===== config.mk =====
export PLATFORM = sky130hd
export DESIGN_NAME = vlmf_ctrl
export DESIGN_NICKNAME = d
export VERILOG_FILES = /design/src/hw/rtl/vlmf_pkg.sv /design/src/hw/rtl/vlmf_ctrl.sv
export SDC_FILE = /design/constraint.sdc
export NUM_CORES = 1
export LEC_CHECK = 0
export BUFFER_PORTS_ARGS = -buffer_cell sky130_fd_sc_hd__buf_2
export CAP_MARGIN = 20
export CORE_AREA = 2 2 39 41
export DETAILED_ROUTE_END_ITERATION = 8
export DIE_AREA = 0 0 41 43
export PLACE_DENSITY = 0.41
export SYNTH_ARGS = -nofsm -noshare
export SYNTH_HDL_FRONTEND = slang
export SYNTH_SLANG_ARGS = --single-unit

===== constraint.sdc =====
create_clock -name i_clk -period 2.9 [get_ports i_clk]
set_input_delay 0.58 -clock i_clk [delete_from_list [all_inputs] [get_ports i_clk]]
set_output_delay 0.58 -clock i_clk [all_outputs]
set_load 0.005 [all_outputs]

===== src/hw/rtl/vlmf_pkg.sv =====
`timescale 1ns / 1ps

package vlmf_pkg;

    // Default sizes, handed to the top level parameters.
    localparam int DEF_BUF_BYTES = 16384;
    localparam int DEF_SLOTS     = 256;
    localparam int DEF_MAX_MSG   = 64;

    // Fixed field widths.
    localparam int KIND_W = 2;
    localparam int BYTE_W = 8;
    localparam int LEN_W  = 7;
    localparam int STAT_W = 2;

    // Request kinds.
    localparam logic [KIND_W-1:0] KIND_PUSH = 2'd0;
    localparam logic [KIND_W-1:0] KIND_POP  = 2'd1;
    localparam logic [KIND_W-1:0] KIND_PEEK = 2'd2;

    // Result status codes.
    localparam logic [STAT_W-1:0] ST_OK       = 2'd0;
    localparam logic [STAT_W-1:0] ST_EMPTY    = 2'd1;
    localparam logic [STAT_W-1:0] ST_TOO_LONG = 2'd2;

    // One result item.
    typedef struct packed {
        logic [BYTE_W-1:0] out_byte;
        logic              out_last;
        logic [LEN_W-1:0]  out_length;
        logic [STAT_W-1:0] status;
    } t_res;

    // Commands from the controller to the datapath.
    typedef struct packed {
        logic clr_step;  // clear one descriptor slot
        logic push;      // store one pushed byte
        logic req;       // latch a pop or peek and read the head descriptor
        logic resolve;   // act on the head descriptor
        logic issue;     // read one message byte from the ring
    } t_cmd;

    // Status from the datapath to the controller.
    typedef struct packed {
        logic clr_done;    // the clearing sweep is on its last slot
        logic q_room;      // an immediate result can be queued this cycle
        logic rd_room;     // a byte read issued now has a place to land
        logic stream;      // the head message is to be streamed out
        logic last_issue;  // the next byte read is the message's last
    } t_sts;

endpackage


===== src/hw/rtl/vlmf_ctrl.sv =====
`timescale 1ns / 1ps

// Controller: sequences the clearing sweep, request decode and byte streaming.
module vlmf_ctrl (
    input  logic                        i_clk,
    input  logic                        i_rst_n,
    input  logic                        i_valid,
    input  logic [vlmf_pkg::KIND_W-1:0] i_kind,
    output logic                        o_stall,
    input  vlmf_pkg::t_sts              i_sts,
    output vlmf_pkg::t_cmd              o_cmd
);

    typedef enum logic [1:0] {
        S_CLEAR,
        S_IDLE,
        S_DESC,
        S_STREAM
    } t_state;

    t_state r_state;
    t_state n_state;
    logic   accept;

    assign o_stall = (r_state != S_IDLE);
    assign accept  = i_valid && (r_state == S_IDLE);

    always_comb begin
        o_cmd   = '0;
        n_state = r_state;
        unique case (r_state)
            S_CLEAR: begin
                o_cmd.clr_step = 1'b1;
                if (i_sts.clr_done) begin
                    n_state = S_IDLE;
                end
            end
            S_IDLE: begin
                if (accept) begin
                    if (i_kind == vlmf_pkg::KIND_PUSH) begin
                        o_cmd.push = 1'b1;
                    end else if (i_kind == vlmf_pkg::KIND_POP
                                 || i_kind == vlmf_pkg::KIND_PEEK) begin
                        o_cmd.req = 1'b1;
                        n_state   = S_DESC;
                    end
                end
            end
            S_DESC: begin
                if (i_sts.q_room) begin
                    o_cmd.resolve = 1'b1;
                    n_state       = i_sts.stream ? S_STREAM : S_IDLE;
                end
            end
            S_STREAM: begin
                if (i_sts.rd_room) begin
                    o_cmd.issue = 1'b1;
                    if (i_sts.last_issue) begin
                        n_state = S_IDLE;
                    end
                end
            end
            default: n_state = S_IDLE;
        endcase
    end

    always_ff @(posedge i_clk) begin
        if (!i_rst_n) begin
            r_state <= S_CLEAR;
        end else begin
            r_state <= n_state;
        end
    end

endmodule

==> qor.yml, run 1 <==
routing:
  totalWireLength_um: 557
  wire_per_inst_um: 8.569
  first_iter_violations: 1
  vias_per_cell: 4.108
  dr.pass1.iters: 4
  num_vias: 267
  detail_route.drc_violations: 0
  antenna_left: 0
clocking:
  clkTransAtPathRegs_ns: 0.03
  cts.sinks: 2
  cts_buffer_depth: 2
  cts_made_buffers: 3
  cts_max_level: 1
  ctsHoldBuffers: 0
  post_cts_buffers: 0
  cts_resized: 0
  cts_tree: "yes"
  root_buffer: "clkbuf_4"
  clk_latency_ns: 0.22
finish:
  final_nets: 67
  largest_reg_flops: 2
  final_cell_mix: "buf_2, inv_1, ha_1, nand2_1, clkbuf_4"
  fin_util: 0.2622
  layout-drive-gt1-share: 0.4082
  stdcell_area_um2: 362.8
  diodes: 0
  areaGrowthSynthToFinish_pct: 47.96
  largest_registers: "r_state: 2 flops"
  final_common_cell: "buf_2"
  regMostFlops: "r_state"
  fill_cells: 165
setup_path:
  start_kind: "flip-flop"
  path_cells: "inv_1 -> ha_1 -> and4_2 -> buf_2"
  cp_data_arrival_time_ns: 1.28
  crit_path_max_incr_delay_ns: 0.35
  cp_data_required_time_ns: 2.32
  cp_slowest_cell: "dfxtp_1"
  crit_type: "reg2out"
  crit_path_max_fanout: 5
  crit_path_end_kind: "output port"
timing:
  setup_viol: 0
  period_share: 0.6397
  skew_ns: 0.001475
  slew_viol_final: 0
  finalWorstPathRequiredPeriod_ns: 1.855
  relSlewSlack: 0.6050
  hold_viol_final: 0
  timing.fmax_mhz: 539.1
  rsz0062_at_grt: "no"
  setup_tns_ns: 0
  max_slew.worst_pin.slew_ns: 0.5925
logic_synthesis:
  yosys_warnings: 0
  synth_cells: 31
  synth_fp_nets: 47
  yosys.area.top_type: "ha_1"
  seq_area_frac_synth: 0.1633
  yosysTopAreaCellShare: 0.3061
  ys_seq_elements: 2
  yosysUniqueCellTypes: 13
  synth_area_per_cell_um2: 7.911
  syn_area_um2: 245.2
  netlist_top_cells_area: "ha_1, dfxtp_1, inv_1, and4_2, and2_1"
grt:
  grt_usage: 0.08116
  globalRoute.totalOverflow: 0
  grt_pass1_wl_um: 903
  grt_pass1_vias: 239
  antenna_found_initial: 0
  grt_start_max_net_pins: 6
floorplan:
  start_util: 0.1772
  coreArea_um2: 1384
  num_rows: 14
  fp.dieH_um: 43
  floorplan.die_area_um2: 1763
  io_pins: 16
  die_x_um: 41
hold_path:
  hold_class: "reg2reg"
placement:
  io_buffers: 15
  dp_hpwl_um: 468.4
  postPlaceCellArea_um2: 340.3
  place_congestion: 0.6448
run_status:
  status: "complete, no violations"
run:
  cap_violations: 0
power:
  powerDensity_nw_per_um2: 485.9
  peakVddDrop_mv: 0.1254
  p_leak_nw: 0.2036
==> final cells by class <==
cell class                      instances  area [µm²]  area share
Timing Repair Buffer                   15       75.07      0.2069
Inverter                                8       30.03     0.08276
Sequential cell                         2       40.04      0.1103
Multi-Input combinational cell         21       175.2      0.4828
Tap cell                               16       20.02     0.05517
Clock buffer                            3       22.52     0.06207
==> cell families (layout without fill, tap and decap cells) <==
kind of cell               Yosys count  after routing  share of synthesized area
and+or+nand+nor                      8              8                     0.1939
adders and majority gates            6              6                     0.3061
DFF                                  2              2                     0.1633
AOI/OAI and AO/OA                    7              7                     0.2143
buffers and inverters                8             26                     0.1225
==> Yosys cell counts <==
library cell  count
and4_2            2
a311oi_1          1
a211oi_1          1
a21oi_1           2
a222oi_1          1
and2_1            2
a31o_1            1
a22oi_1           1
nor2_1            1
dfxtp_1           2
ha_1              6
inv_1             8
nand2_1           3
==> routing by layer <==
metal / track usage / vias up / share of wire
li1: - / 145 / -
met1: 0.08626 / 112 / 0.48
met2: 0.1125 / 10 / 0.44
met3: 0.04712 / 0 / 0.081
met4: 0.06000 / 0 / 0
met5: 0 / - / 0
==> where the power goes <==
| part | switching, mW | internal (mW) |
|---|---|---|
| Clock | 0.0159 | 0.0457 |
| Sequential | 0.00716 | 0.0332 |
| Combinational | 0.0399 | 0.0345 |
| Total | 0.0629 | 0.113 |
==> worst max-delay path: cells and delay by family (launching register included) <==
| kind | cells | cell delay, ns |
|---|---|---|
| flops | 1 | 0.35 |
| fa+ha+maj | 1 | 0.24 |
| simple gates | 1 | 0.24 |
| buf+inv | 2 | 0.22 |
==> path summary, 6_finish.rpt <==
kind / startpoint / endpoint / slack, ns / cells past startpoint
min: r_state[0] / r_state[0] / 0.59 / 2
min reg2reg: r_state[0] / r_state[0] / 0.59 / 2
max reg2reg: r_state[1] / r_state[0] / 1.17 / 5
max: r_state[1] / o_cmd[3] / 1.04 / 4
==> per-stage QoR <==
step	hold slack (ns)	setup WS, ns	power (mW)	std cells
floorplan	0.5347	1.205	0.08793	31
global placement	0.5668	0.9502	0.1165	62
detailed placement	0.5818	0.9528	0.1165	62
CTS	0.5829	1.031	0.1817	65
global route	0.6084	0.9605	0.1942	65
finish	0.5874	1.045	0.1763	65
No activity file was read; power rests on OpenSTA's default activity.
==> run 2, diff against run 1 <==
--- a/config.mk
+++ b/config.mk
@@ -5,12 +5,13 @@
 export SDC_FILE = /design/constraint.sdc
 export NUM_CORES = 1
 export LEC_CHECK = 0
+export ABC_AREA = 1
 export BUFFER_PORTS_ARGS = -buffer_cell sky130_fd_sc_hd__buf_2
 export CAP_MARGIN = 20
 export CORE_AREA = 2 2 39 41
 export DETAILED_ROUTE_END_ITERATION = 8
 export DIE_AREA = 0 0 41 43
-export PLACE_DENSITY = 0.41
+export PLACE_DENSITY = 0.44
 export SYNTH_ARGS = -nofsm -noshare
 export SYNTH_HDL_FRONTEND = slang
 export SYNTH_SLANG_ARGS = --single-unit
==> constraint.sdc (replaced) <==
create_clock -name i_clk -period 1.8 [get_ports i_clk]
set_input_delay 0.36 -clock i_clk [delete_from_list [all_inputs] [get_ports i_clk]]
set_output_delay 0.36 -clock i_clk [all_outputs]
set_load 0.005 [all_outputs]
==> run 2 against run 1 <==
Net effect:
- register-to-register slack lost 0.66 ns
- clock skew decreased by 0.0014 ns
- die area is the same
- worst setup slack got worse by 0.87 ns
- global-route usage grew 0.80 points
- synthesized cell count grew 55%
- via count grew 16%
- routed wire length is 15% higher
- sequential power up 140%
- count of clock-buffer cells in the layout is the same
- final cell count is 26% higher
- critical endpoint is now o_cmd[2]
==> qor.yml, run 2 <==
run_status:
  status: "complete, no violations"
clocking:
  cts_max_level: 1
  cts_resized: 0
  clkTransAtPathRegs_ns: 0.03
  cts_buffer_depth: 2
  cts.sinks: 2
  root_buffer: "clkbuf_4"
  cts_made_buffers: 3
  post_cts_buffers: 0
  cts_tree: "yes"
  clk_latency_ns: 0.22
  ctsHoldBuffers: 0
finish:
  ff_latch_area_um2: 40.04
  largest_reg_flops: 2
  regMostFlops: "r_state"
  areaGrowthSynthToFinish_pct: 41.96
  layout-drive-gt1-share: 0.3182
  fin_util: 0.2875
  final_common_cell: "nand2_1"
  final_nets: 84
  final_cell_mix: "nand2_1, buf_2, inv_1, nor2_1, ha_1"
  diodes: 0
  fill_cells: 173
  largest_registers: "r_state: 2 flops"
  multi_input_area_um2: 195.2
  stdcell_area_um2: 397.9
grt:
  antenna_found_initial: 0
  grt_usage: 0.08918
  grt_pass1_vias: 284
  globalRoute.totalOverflow: 0
  grt_pass1_wl_um: 1021
  grt_start_max_net_pins: 6
logic_synthesis:
  netlist_top_cells_area: "ha_1, nand2_1, inv_1, dfxtp_1, nor2_1"
  synth_cells: 48
  postSynth.asyncResetShare: 0
  synth_fp_nets: 64
  seq_area_frac_synth: 0.1429
  yosys_warnings: 0
  syn_area_um2: 280.3
  yosysUniqueCellTypes: 10
  yosysTopAreaCellShare: 0.2679
  yosys.area.top_type: "ha_1"
  ys_seq_elements: 2
  synth_area_per_cell_um2: 5.839
  yosysMostFrequentCell: "nand2_1"
  synthTopCellsByCount: "nand2_1, inv_1, ha_1, nor2_1"
  synth_top_flop_cell: "dfxtp_1"
  synth_edf_count: 0
power:
  peakVddDrop_mv: 0.3661
  p_leak_nw: 0.2685
  powerDensity_nw_per_um2: 1308
timing:
  setup_viol: 0
  timing.fmax_mhz: 615.2
  finalWorstPathRequiredPeriod_ns: 1.626
  hold_slack_ns: 0.3820
  setup_tns_ns: 0
  slew_viol_final: 0
  period_share: 0.9031
  skew_ns: 0.00008474
  rsz0062_at_grt: "no"
  fin_ws_ns: 0.1744
  hold_viol_final: 0
  max_slew.worst_pin.slew_ns: 0.1721
  relSlewSlack: 0.8851
setup_path:
  crit_path_max_fanout: 4
  path_cells: "inv_1 -> ha_1 -> inv_1 -> nor3_1 -> buf_2"
  cp_common_cell: "inv_1"
  r2r-start: "r_state[0]"
  crit_start: "r_state[1]"
  start_kind: "flip-flop"
  crit_path_end_kind: "output port"
  setup.reg_to_reg.worst_slack_ns: 0.51
  cp_data_required_time_ns: 1.44
  crit_type: "reg2out"
  cp_slowest_cell: "dfxtp_1"
  r2r_end: "r_state[0]"
  reg2reg_depth: 8
  endpoint: "o_cmd[2]"
  cp_data_arrival_time_ns: 1.27
  crit_path_max_incr_delay_ns: 0.33
floorplan:
  start_util: 0.2025
  fp.dieH_um: 43
  die_x_um: 41
  coreArea_um2: 1384
  io_pins: 16
  floorplan.die_area_um2: 1763
  num_rows: 14
routing:
  vias_per_cell: 3.793
  route.met2.wl_um: 319
  antenna_left: 0
  wirelength_met1_um: 266
  top_layer: "met3"
  totalWireLength_um: 639
  first_iter_violations: 2
  wl_met3_um: 53
  dr.pass1.iters: 4
  wire_per_inst_um: 7.793
  num_vias: 311
  detail_route.drc_violations: 0
placement:
  place_congestion: 0.6352
  dp_hpwl_um: 547.9
  io_buffers: 15
  postPlaceCellArea_um2: 375.4
  dp_slack_ns: 0.3898
hold_path:
  hold_class: "in2reg"
run:
  cap_violations: 0
## run 2: kinds of logic (layout without fill, tap and decap cells)
| kind of cell | count (synthesis) | in the layout | synth area share |
|---|---|---|---|
| buf+inv | 12 | 30 | 0.1607 |
| flops | 2 | 2 | 0.1429 |
| simple gates | 28 | 28 | 0.4286 |
| fa+ha+maj | 6 | 6 | 0.2679 |
## run 2: through the flow
stage                     total power [mW]  instances
after floorplan                     0.3336         48
after global placement              0.4305         79
after detailed placement            0.4338         79
after CTS                           0.5396         82
after global routing                0.6012         82
final                               0.5206         82
## run 2: area by class of cell
type,count,share of cell area
multi-input combinational,34,0.4906
timing repair buffer,15,0.1887
inverter,12,0.1132
sequential,2,0.1006
clock buffer,3,0.05660
tap,16,0.05031
## run 2: how the worst min path moves through the flow
stage,start,to,depth (start not counted)
detailed placement,r_state[1],r_state[1],2
CTS,i_rst_n,r_state[1],3
finish,i_rst_n,r_state[1],3
global route,i_rst_n,r_state[1],3
global placement,r_state[1],r_state[1],2
floorplan,i_rst_n,r_state[1],2
## run 2: metal layers
layer,vias to the layer above,global-route usage
met1,126,0.07668
met2,11,0.1469
li1,174,-
met5,-,0
met3,0,0.01571
met4,0,0.1000
## run 2: report_power, final
part | internal, mW | switching (mW)
Clock | 0.0733 | 0.0233
Combinational | 0.137 | 0.190
Sequential | 0.0681 | 0.0282
Total | 0.279 | 0.242
## run 2: critical path: cells and delay by family (launching register included)
| kind | cells | cell delay (ns) |
|---|---|---|
| flip-flops | 1 | 0.33 |
| buffers and inverters | 3 | 0.32 |
| adder cells (fa/ha/maj) | 1 | 0.23 |
| AND/OR/NAND/NOR | 1 | 0.17 |
==> run 3, diff against run 2 <==
--- a/config.mk
+++ b/config.mk
@@ -6,12 +6,14 @@
 export NUM_CORES = 1
 export LEC_CHECK = 0
 export ABC_AREA = 1
-export BUFFER_PORTS_ARGS = -buffer_cell sky130_fd_sc_hd__buf_2
 export CAP_MARGIN = 20
 export CORE_AREA = 2 2 39 41
 export DETAILED_ROUTE_END_ITERATION = 8
 export DIE_AREA = 0 0 41 43
-export PLACE_DENSITY = 0.44
+export DONT_BUFFER_PORTS = 1
+export PLACE_DENSITY = 0.34
+export SLEW_MARGIN = 20
 export SYNTH_ARGS = -nofsm -noshare
 export SYNTH_HDL_FRONTEND = slang
 export SYNTH_SLANG_ARGS = --single-unit
+export TNS_END_PERCENT = 10
==> run 3 against run 2 <==
Net effect:
- critical path depth decreased by 1
- core utilization decreased by 5.4 points
- final area decreased by 19%
- combinational power decreased by 13%
- largest power group unchanged
- count of clock-buffer cells in the layout unchanged
- critical path type unchanged
- die area unchanged
- clock power increased by 0.6%
==> qor.yml, run 3 (synthesized netlist as in run 2, its figures left out) <==
routing:
  num_vias: 257
  wire_per_inst_um: 8.343
  first_iter_violations: 0
  detail_route.drc_violations: 0
  totalWireLength_um: 559
  vias_per_cell: 3.836
  dr.pass1.iters: 1
  antenna_left: 0
power:
  swShare: 0.4795
  pwr-share-seq: 0.200
  p_leak_nw: 0.2043
  powerDensity_nw_per_um2: 1486
  power_uw: 479.6
  clkPwrFrac: 0.203
  internal_power_uw: 249.6
  comb_power_share: 0.598
  peakVddDrop_mv: 0.3844
  p_sw_uw: 229.9
timing:
  setup_tns_ns: 0
  max_slew.worst_pin.slew_ns: 0.2162
  setup_viol: 0
  timing.fmax_mhz: 642.4
  relSlewSlack: 0.8548
  period_share: 0.8649
  slew_viol_final: 0
  fin_ws_ns: 0.2432
  finalWorstPathRequiredPeriod_ns: 1.557
  hold_viol_final: 0
  skew_ns: 0.002214
  rsz0062_at_grt: "no"
floorplan:
  start_util: 0.2025
  floorplan.die_area_um2: 1763
  io_pins: 16
  coreArea_um2: 1384
  die_x_um: 41
  num_rows: 14
  fp.dieH_um: 43
placement:
  io_buffers: 0
  dp_cells: 64
  dp_hpwl_um: 481.7
  place_congestion: 0.6476
  dp_slack_ns: 0.4390
clocking:
  cts_buffer_depth: 2
  ctsHoldBuffers: 0
  cts_tree: "yes"
  cts_resized: 0
  clkTransAtPathRegs_ns: 0.03
  cts_max_level: 1
  clk_latency_ns: 0.22
  post_cts_buffers: 0
  cts_made_buffers: 3
  root_buffer: "clkbuf_4"
  cts.sinks: 2
finish:
  largest_reg_flops: 2
  diodes: 0
  areaGrowthSynthToFinish_pct: 15.18
  fill_cells: 172
  final_common_cell: "nand2_1"
  regMostFlops: "r_state"
  layout-drive-gt1-share: 0.1176
  final_nets: 69
  largest_registers: "r_state: 2 flops"
  final_cells: 67
  final_cell_mix: "nand2_1, inv_1, nor2_1, ha_1, clkbuf_4"
run:
  cap_violations: 0
setup_path:
  reg2reg_depth: 8
  cp.depth: 4
  crit_type: "reg2out"
  cp.buffers_inverters: 2
  crit_path_max_incr_delay_ns: 0.33
  cp_top_family: "flip-flops"
  start_kind: "flip-flop"
  crit_path_max_fanout: 4
  cp_data_arrival_time_ns: 1.20
  crit_path_end_kind: "output port"
  cp_common_cell: "inv_1"
  path_cells: "inv_1 -> ha_1 -> inv_1 -> nor3_1"
  cp_slowest_cell: "dfxtp_1"
  cp_data_required_time_ns: 1.44
grt:
  globalRoute.totalOverflow: 0
  grt_usage: 0.07615
  antenna_found_initial: 0
  grt_pass1_vias: 254
  grt_start_max_net_pins: 6
  grt_pass1_wl_um: 855
hold_path:
  hold_path_depth: 2
  hold_class: "in2reg"
run_status:
  status: "complete, no violations"
## run 3: cell count changes in the layout (fill, tap and decap cells not counted), sizes merged
cell / previous run / this run
buf: 15 / 0
## run 3: worst register-to-register path, stage by stage, from the launching register on
cell and delay (ns):
dfxtp_1 0.40, inv_1 0.09, ha_1 0.23, nand2_1 0.11
nand2_1 0.06, nor2_1 0.11, nand3_1 0.10, nand2_1 0.07
nor2_1 0.03
## run 3: path summary, 6_finish.rpt
path,from,end,slack [ns]
min,i_rst_n,r_state[0],0.26
max reg2reg,r_state[0],r_state[1],0.49
min reg2reg,r_state[1],r_state[1],0.53
max,r_state[1],o_cmd[2],0.24
## run 3: power by group through the flow
stage | clock network, mW | registers [mW] | logic, mW
after global placement | 0 | 0.0978 | 0.305
after global routing | 0.108 | 0.100 | 0.348
final | 0.0972 | 0.0958 | 0.287
after floorplan | 0 | 0.0895 | 0.244
after CTS | 0.106 | 0.0969 | 0.297
after detailed placement | 0 | 0.0977 | 0.294
## run 3: metrics by stage
| step | util | area (µm²) | hold WS [ns] |
|---|---|---|---|
| after floorplan | - | 280.3 | 0.4807 |
| after global placement | 0.2170 | 300.3 | 0.4852 |
| after detailed placement | 0.2170 | 300.3 | 0.4872 |
| after CTS | 0.2333 | 322.8 | 0.2448 |
| after global routing | 0.2333 | 322.8 | 0.2532 |
| final | 0.2333 | 322.8 | 0.2578 |
## run 3: metal layers
metal | vias to the layer above | global-route usage | routed length [µm]
met3 | 0 | 0.03665 | 40
met5 | - | 0 | 0
li1 | 145 | - | -
met4 | 0 | 0.06000 | 0
met2 | 6 | 0.1313 | 312
met1 | 106 | 0.05751 | 206
## run 3: final cells by class
class	count	area, µm²	share of cell area
inverter	12	45.04	0.1395
multi-input combinational	34	195.2	0.6046
tap	16	20.02	0.06202
clock buffer	3	22.52	0.06977
sequential	2	40.04	0.1240
